$ cat config.mk
export PLATFORM = sky130hd
export DESIGN_NAME = yuv420_block_to_rgb_unit_flat
export DESIGN_NICKNAME = d
export VERILOG_FILES = /design/src/rtl/y2r_pkg.sv /design/src/rtl/y2r_ifs.sv /design/src/rtl/y2r_chroma.sv /design/src/rtl/y2r_lane.sv /design/src/rtl/yuv420_block_to_rgb_unit.sv /design/src/flat_wrapper.sv
export SDC_FILE = /design/constraint.sdc
export NUM_CORES = 1
export LEC_CHECK = 0
export BUFFER_PORTS_ARGS = -buffer_cell sky130_fd_sc_hd__buf_2
export CORE_ASPECT_RATIO = 1.75
export CORE_MARGIN = 1.5
export CORE_UTILIZATION = 24
export CTS_BUF_LIST = sky130_fd_sc_hd__clkbuf_16
export DETAILED_ROUTE_END_ITERATION = 6
export MAX_ROUTING_LAYER = met4
export PLACE_DENSITY = 0.51
export RECOVER_POWER = 100
export SLEW_MARGIN = 0
export SYNTH_ARGS = -nofsm -noshare
export SYNTH_HDL_FRONTEND = slang
export SYNTH_HIERARCHICAL = 1
export SYNTH_SLANG_ARGS = --single-unit
$ cat constraint.sdc
create_clock -name clk -period 7.23 [get_ports clk]
set_clock_uncertainty 0.15 [all_clocks]
set_input_delay 1.446 -clock clk [delete_from_list [all_inputs] [get_ports clk]]
set_output_delay 1.446 -clock clk [all_outputs]
set_load 0.005 [all_outputs]
$ cat src/rtl/y2r_pkg.sv
`timescale 1ns / 1ps
// ----------------------------------------------------------------------------
// y2r_pkg
// Types, coefficients and the shift-and-clamp helper shared by the
// 4:2:0 block to RGB converter.
// ----------------------------------------------------------------------------
package y2r_pkg;

  localparam int SampleW = 8;
  localparam int TermW   = 16;  // widest product: (Y-16)*74 fits in 16 signed bits
  localparam int SumW    = 18;  // luma term plus chroma term, with headroom
  localparam int FracBits = 6;
  localparam int QuotW   = SumW - FracBits;

  localparam logic signed [SampleW:0] LUMA_OFFSET   = 9'sd16;
  localparam logic signed [SampleW:0] CHROMA_OFFSET = 9'sd128;

  localparam logic signed [TermW-1:0] COEF_Y  = 16'sd74;
  localparam logic signed [TermW-1:0] COEF_RV = 16'sd102;
  localparam logic signed [TermW-1:0] COEF_GU = 16'sd25;
  localparam logic signed [TermW-1:0] COEF_GV = 16'sd52;
  localparam logic signed [TermW-1:0] COEF_BU = 16'sd129;

  localparam int NumLanes = 4;

  typedef struct packed {
    logic [SampleW-1:0] luma_top_left;
    logic [SampleW-1:0] luma_top_right;
    logic [SampleW-1:0] luma_bottom_left;
    logic [SampleW-1:0] luma_bottom_right;
    logic [SampleW-1:0] chroma_u;
    logic [SampleW-1:0] chroma_v;
  } in_word_t;

  typedef struct packed {
    logic [SampleW-1:0] red_top_left;
    logic [SampleW-1:0] green_top_left;
    logic [SampleW-1:0] blue_top_left;
    logic [SampleW-1:0] red_top_right;
    logic [SampleW-1:0] green_top_right;
    logic [SampleW-1:0] blue_top_right;
    logic [SampleW-1:0] red_bottom_left;
    logic [SampleW-1:0] green_bottom_left;
    logic [SampleW-1:0] blue_bottom_left;
    logic [SampleW-1:0] red_bottom_right;
    logic [SampleW-1:0] green_bottom_right;
    logic [SampleW-1:0] blue_bottom_right;
  } out_word_t;

  // Chroma contributions shared by all four pixels of a block.
  typedef struct packed {
    logic signed [TermW-1:0] red_add;
    logic signed [TermW-1:0] green_sub;
    logic signed [TermW-1:0] blue_add;
  } chroma_terms_t;

  typedef struct packed {
    logic [SampleW-1:0] red;
    logic [SampleW-1:0] green;
    logic [SampleW-1:0] blue;
  } pixel_t;

  // Load enables of the two pipeline stages.
  typedef struct packed {
    logic s1_load;
    logic s2_load;
  } pipe_ctl_t;

  // Floor division by 64 followed by a clamp to 0..255.
  function automatic logic [SampleW-1:0] shift_clamp(input logic signed [SumW-1:0] sum);
    logic signed [QuotW-1:0] q;
    logic [SampleW-1:0] res;
    q = QuotW'(sum >>> FracBits);
    if (q < 0) begin
      res = '0;
    end else if (q > $signed(QuotW'(255))) begin
      res = '1;
    end else begin
      res = q[SampleW-1:0];
    end
    return res;
  endfunction

endpackage

$ cat src/rtl/y2r_ifs.sv
`timescale 1ns / 1ps
// ----------------------------------------------------------------------------
// y2r channel interfaces
// Valid/ready channels for the YUV block input and the RGB pixel output.
// ----------------------------------------------------------------------------
interface y2r_in_if;
  import y2r_pkg::*;
  logic     valid;
  logic     ready;
  in_word_t data;
  modport source (output valid, output data, input ready);
  modport sink (input valid, input data, output ready);
endinterface

interface y2r_out_if;
  import y2r_pkg::*;
  logic      valid;
  logic      ready;
  out_word_t data;
  modport source (output valid, output data, input ready);
  modport sink (input valid, input data, output ready);
endinterface

$ cat src/rtl/y2r_chroma.sv
`timescale 1ns / 1ps
// ----------------------------------------------------------------------------
// y2r_chroma
// Forms the red, green and blue chroma contributions of one block and
// registers them in the first pipeline stage.
// ----------------------------------------------------------------------------
module y2r_chroma (
  input  logic                     clk,
  input  y2r_pkg::pipe_ctl_t       ctl,
  input  logic [7:0]               chroma_u,
  input  logic [7:0]               chroma_v,
  output y2r_pkg::chroma_terms_t   terms
);
  import y2r_pkg::*;

  logic signed [SampleW:0] du;
  logic signed [SampleW:0] dv;
  chroma_terms_t           terms_next;

  always_comb begin
    du = $signed({1'b0, chroma_u}) - CHROMA_OFFSET;
    dv = $signed({1'b0, chroma_v}) - CHROMA_OFFSET;
    terms_next.red_add   = TermW'(dv) * COEF_RV;
    terms_next.green_sub = TermW'(du) * COEF_GU + TermW'(dv) * COEF_GV;
    terms_next.blue_add  = TermW'(du) * COEF_BU;
  end

  always_ff @(posedge clk) begin
    if (ctl.s1_load) begin
      terms <= terms_next;
    end
  end

endmodule

$ cat src/rtl/y2r_lane.sv
`timescale 1ns / 1ps
// ----------------------------------------------------------------------------
// y2r_lane
// One pixel lane: scales the luma sample in stage one, then adds the shared
// chroma terms, shifts and clamps into an RGB pixel in stage two.
// ----------------------------------------------------------------------------
module y2r_lane (
  input  logic                     clk,
  input  y2r_pkg::pipe_ctl_t       ctl,
  input  logic [7:0]               luma,
  input  y2r_pkg::chroma_terms_t   terms,
  output y2r_pkg::pixel_t          pixel
);
  import y2r_pkg::*;

  logic signed [SampleW:0]  dy;
  logic signed [TermW-1:0]  luma_term_next;
  logic signed [TermW-1:0]  luma_term;
  logic signed [SumW-1:0]   red_sum;
  logic signed [SumW-1:0]   green_sum;
  logic signed [SumW-1:0]   blue_sum;
  pixel_t                   pixel_next;

  always_comb begin
    dy = $signed({1'b0, luma}) - LUMA_OFFSET;
    luma_term_next = TermW'(dy) * COEF_Y;
  end

  always_comb begin
    red_sum   = SumW'(luma_term) + SumW'(terms.red_add);
    green_sum = SumW'(luma_term) - SumW'(terms.green_sub);
    blue_sum  = SumW'(luma_term) + SumW'(terms.blue_add);
    pixel_next.red   = shift_clamp(red_sum);
    pixel_next.green = shift_clamp(green_sum);
    pixel_next.blue  = shift_clamp(blue_sum);
  end

  always_ff @(posedge clk) begin
    if (ctl.s1_load) begin
      luma_term <= luma_term_next;
    end
    if (ctl.s2_load) begin
      pixel <= pixel_next;
    end
  end

endmodule

$ cat src/rtl/yuv420_block_to_rgb_unit.sv
`timescale 1ns / 1ps
// ----------------------------------------------------------------------------
// yuv420_block_to_rgb_unit
// Converts one 4:2:0 block (2x2 luma, shared U and V) into four RGB pixels.
// ----------------------------------------------------------------------------
// One block is accepted per clock while the output does not stall; each block's
// four pixels leave in order via the stage-one and output registers. Stage one
// forms the luma products in four parallel lanes and the shared chroma products
// once; stage two adds, shifts and clamps per lane into the output register,
// where the lanes are merged into one output word. A stalled output holds the
// pipeline; the input is ready whenever stage one is empty or can move on.
module yuv420_block_to_rgb_unit (
  input  logic               clk,
  input  logic               rst,
  y2r_in_if.sink             blk,
  y2r_out_if.source          rgb
);
  import y2r_pkg::*;

  logic          s1_valid;
  logic          s2_valid;
  logic          s2_move;
  logic          s1_move;
  pipe_ctl_t     ctl;
  chroma_terms_t terms;
  pixel_t        pix [NumLanes];
  logic [7:0]    luma [NumLanes];

  assign s2_move = !s2_valid || rgb.ready;
  assign s1_move = !s1_valid || s2_move;
  assign blk.ready = s1_move;
  assign ctl.s1_load = blk.valid && s1_move;
  assign ctl.s2_load = s1_valid && s2_move;

  always_ff @(posedge clk) begin
    if (rst) begin
      s1_valid <= 1'b0;
      s2_valid <= 1'b0;
    end else begin
      if (s1_move) begin
        s1_valid <= blk.valid;
      end
      if (s2_move) begin
        s2_valid <= s1_valid;
      end
    end
  end

  assign luma[0] = blk.data.luma_top_left;
  assign luma[1] = blk.data.luma_top_right;
  assign luma[2] = blk.data.luma_bottom_left;
  assign luma[3] = blk.data.luma_bottom_right;

  y2r_chroma u_chroma (
    .clk      (clk),
    .ctl      (ctl),
    .chroma_u (blk.data.chroma_u),
    .chroma_v (blk.data.chroma_v),
    .terms    (terms)
  );

  for (genvar i = 0; i < NumLanes; i++) begin : g_lane
    y2r_lane u_lane (
      .clk   (clk),
      .ctl   (ctl),
      .luma  (luma[i]),
      .terms (terms),
      .pixel (pix[i])
    );
  end

  // Merge the lane results into the output word.
  assign rgb.valid = s2_valid;
  assign rgb.data.red_top_left       = pix[0].red;
  assign rgb.data.green_top_left     = pix[0].green;
  assign rgb.data.blue_top_left      = pix[0].blue;
  assign rgb.data.red_top_right      = pix[1].red;
  assign rgb.data.green_top_right    = pix[1].green;
  assign rgb.data.blue_top_right     = pix[1].blue;
  assign rgb.data.red_bottom_left    = pix[2].red;
  assign rgb.data.green_bottom_left  = pix[2].green;
  assign rgb.data.blue_bottom_left   = pix[2].blue;
  assign rgb.data.red_bottom_right   = pix[3].red;
  assign rgb.data.green_bottom_right = pix[3].green;
  assign rgb.data.blue_bottom_right  = pix[3].blue;

  // An accepted word always occupies stage one on the next cycle.
  a_accept_fills_s1: assert property (@(posedge clk) disable iff (rst)
    blk.valid && blk.ready |=> s1_valid)
    else $error("accepted word did not reach stage one");

  // A word in stage one is never dropped while the output stalls.
  a_s1_held: assert property (@(posedge clk) disable iff (rst)
    s1_valid && !s2_move |=> s1_valid)
    else $error("stage one word lost during stall");

  // A word moving out of stage one always lands in the output register.
  a_s1_to_s2: assert property (@(posedge clk) disable iff (rst)
    s1_valid && s2_move |=> s2_valid)
    else $error("stage one word not transferred to output");

  // No output word appears without one in stage one.
  a_no_phantom: assert property (@(posedge clk) disable iff (rst)
    !s1_valid && s2_move |=> !s2_valid)
    else $error("output word appeared from an empty pipeline");

endmodule
$ cat src/flat_wrapper.sv
// flat-port wrapper written by rule: the top's interface ports become plain ports
module yuv420_block_to_rgb_unit_flat import y2r_pkg::*;
  (clk, rst, blk_valid, blk_data, blk_ready, rgb_valid, rgb_data, rgb_ready);
  y2r_in_if blk_i ();
  y2r_out_if rgb_i ();
  input  logic clk;
  input  logic rst;
  input wire logic [$bits(blk_i.valid)-1:0] blk_valid;
  input wire logic [$bits(blk_i.data)-1:0] blk_data;
  output wire logic [$bits(blk_i.ready)-1:0] blk_ready;
  output wire logic [$bits(rgb_i.valid)-1:0] rgb_valid;
  output wire logic [$bits(rgb_i.data)-1:0] rgb_data;
  input wire logic [$bits(rgb_i.ready)-1:0] rgb_ready;
  assign blk_i.valid = blk_valid;
  assign blk_i.data = blk_data;
  assign blk_ready = blk_i.ready;
  assign rgb_valid = rgb_i.valid;
  assign rgb_data = rgb_i.data;
  assign rgb_i.ready = rgb_ready;
  yuv420_block_to_rgb_unit u_core (.clk(clk), .rst(rst), .blk(blk_i), .rgb(rgb_i));
endmodule
==> results.md <==
- Clk root buf: clkbuf_16
- Postcts setup bufs: 0
- CTS tree: yes
- LEAKAGE: about 0.011 µW
- Latest clock arrival within the worst-skew pair: 0.56 ns
- CP Data Arrival Time: 6.03 ns
- Mapped Nets: 2721
- Initial antenna violation count: 14
- Final Wtd Congestion: 0.923
- Slew Viols, Final: between 150 and 200
- Outcome: complete, but fails checks
- PortBufs: 149
- Crit. End Element: flip-flop
- Violated checks: max-capacitance violations, max-slew violations
- Final Hold Vio Count: 0
- Max-cap viol count: 3
- Largest net degree at the start of global routing: 63
- Final ANT Viol Nets: 0
- YS warnings: 6
- Cell Area, Synth: between 0.02 and 0.025 mm²
- Area growth syn-to-layout: 12.5%
- Slew margin rel.: -155%
- Tmin final: 5.89 ns
- Worst Setup Path Type: primary input to flip-flop
- Clock-pin slew on the worst setup and hold paths: 0.08 ns
- First-pass GRT wire length: a little under 100 mm
- Share of post-route cells with drive strength above 1: under 10%
- Die area: ~0.091 mm²
- Pwr dens: between 400 and 500 mW/mm²
- Final HPWL from detailed placement: 54.4 mm
- Initial Util: 24.3%
- RSZ-0062 raised after global routing: no
- DR vias: 16500
- Syn avg cell area: around 9.7 µm²
- Initial DRC count: 645
- Startpoint types: primary input
- Nets: 2880
- Clock Path Buffers: 3
- Drt first pass iters: 5
- Setup tns final: 0 ns
- Die Ht: 399 µm
- Num CTS Buffers: 22
- CTS resizes: 0
- Wire length per cell: around 18 µm
- Post-route DRC violation count: 0
- Slew @ Worst Pin: 3.83 ns
- Pre-CTS WS: 1.20 ns
- Worst-path maximum fanout: 11
- Vias in the first global route: between 15000 and 20000
- Io pins: 150
- Core Box Area: just under 0.09 mm²
- Critical Path RT: 7.38 ns
- H-Tree Level Count: 1
- F_max: 170 MHz
- Total grt overflow: 0
- Peak supply drop: 0.000133 V
- Final cycle utilization of the critical path: 81.4%
- Final WS setup: 1.34 ns
- Setup violations, final: 0
- Mapped Cells: 2207
- CTS Sinks: roughly 200
- Chip width: 229 µm
- Number of buffers added to fix hold violations after cts: 0
- Post-Route WL: 64.8 mm
- Avg Vias per Cell: 4.63
- Placement row count: ~140
- Hold Path Class: flip-flop to flip-flop
- GRT Util Overall: 14.5%
worst max-delay path: stages:
cell and delay, ns:
clkbuf_1 0.67, inv_1 0.50, fa_1 0.59, ha_1 0.36, o21a_1 0.12, o31a_1 0.13, o21ai_0 0.16, nand2b_1 0.08
xnor2_1 0.13, fa_1 0.48, inv_1 0.04, ha_1 0.35, and3_2 0.23, a211o_2 0.36, o31ai_1 0.27, xnor2_1 0.10
routing by layer:
metal / routed length, µm / GRT usage [%]
met5: 0 / -
met4: 4050 / 8.33
met3: 2510 / 2.21
met2: 33600 / 26.8
met1: 24700 / 14.4
path summary, 6_finish.rpt:
kind,startpoint,to,slack (ns),cells past startpoint
setup / recovery,blk_data[7],u_core/u_chroma/terms[30],1.34,16
hold / removal,u_core/s1_valid,u_core/rgb.valid,0.31,2
setup reg to reg,u_core/rgb.valid,u_core/g_lane[0].u_lane/luma_term[11],2.05,3
hold reg to reg,u_core/s1_valid,u_core/rgb.valid,0.31,2
where the power goes:
part / switching [µW] / internal (µW) / total, µW
clock: 527 / 728 / 1250
sequential: 498 / 1910 / 2410
combinational: 3570 / 2590 / 6160
per-stage QoR:
step / instance area [µm²] / hold WS [ns] / utilization [%] / cells / power, µW
2_1_floorplan: 21500 / 0.311 / - / 2207 / 6880
3_3_place_gp: 23600 / 0.333 / 26.7 / 3510 / 8730
3_5_place_dp: 23600 / 0.333 / 26.7 / 3510 / 8710
4_1_cts: 24400 / 0.345 / 27.6 / 3549 / 10000
5_1_grt: 24100 / 0.332 / 27.3 / 3561 / 10700
6_report: 24100 / 0.312 / 27.3 / 3561 / 9820
registers in the layout (all words and copies together), names as in the netlist:
signal	cells
u_core/u_chroma/terms	45
u_core/g_lane.u_lane/pixel	96
u_core/g_lane.u_lane/luma_term	60
u_core/rgb.valid	1
u_core/s1_valid	1
final cells by class:
class	count	area [µm²]
inverter	301	1130
sequential	203	6080
timing repair buffer	151	634
multi-input combinational	1687	14000
antenna	12	30.0
clock buffer	23	576
clock inverter	16	203
fill	9594	64100
tap	1168	1460
cells in the final DEF, fill, tap and decap left out, drive strengths merged, types with 9 or more instances in the layout:
cell type and count:
a211o 11, a211oi 25, a21o 58, a21oi 181
a31oi 19, and2 9, and3 15, buf 52
clkbuf 122, diode 12, edfxtp 201, fa 63
ha 399, inv 304, nand2 91, nand2b 20
nand3 45, nand4 17, nor2 155, nor2b 23
nor3 43, o211ai 11, o21a 47, o21ai 83
o21bai 17, o22ai 11, o31ai 12, or2 15
or3 17, xnor2 125, xor2 56
No activity file was read; power rests on OpenSTA's default activity.
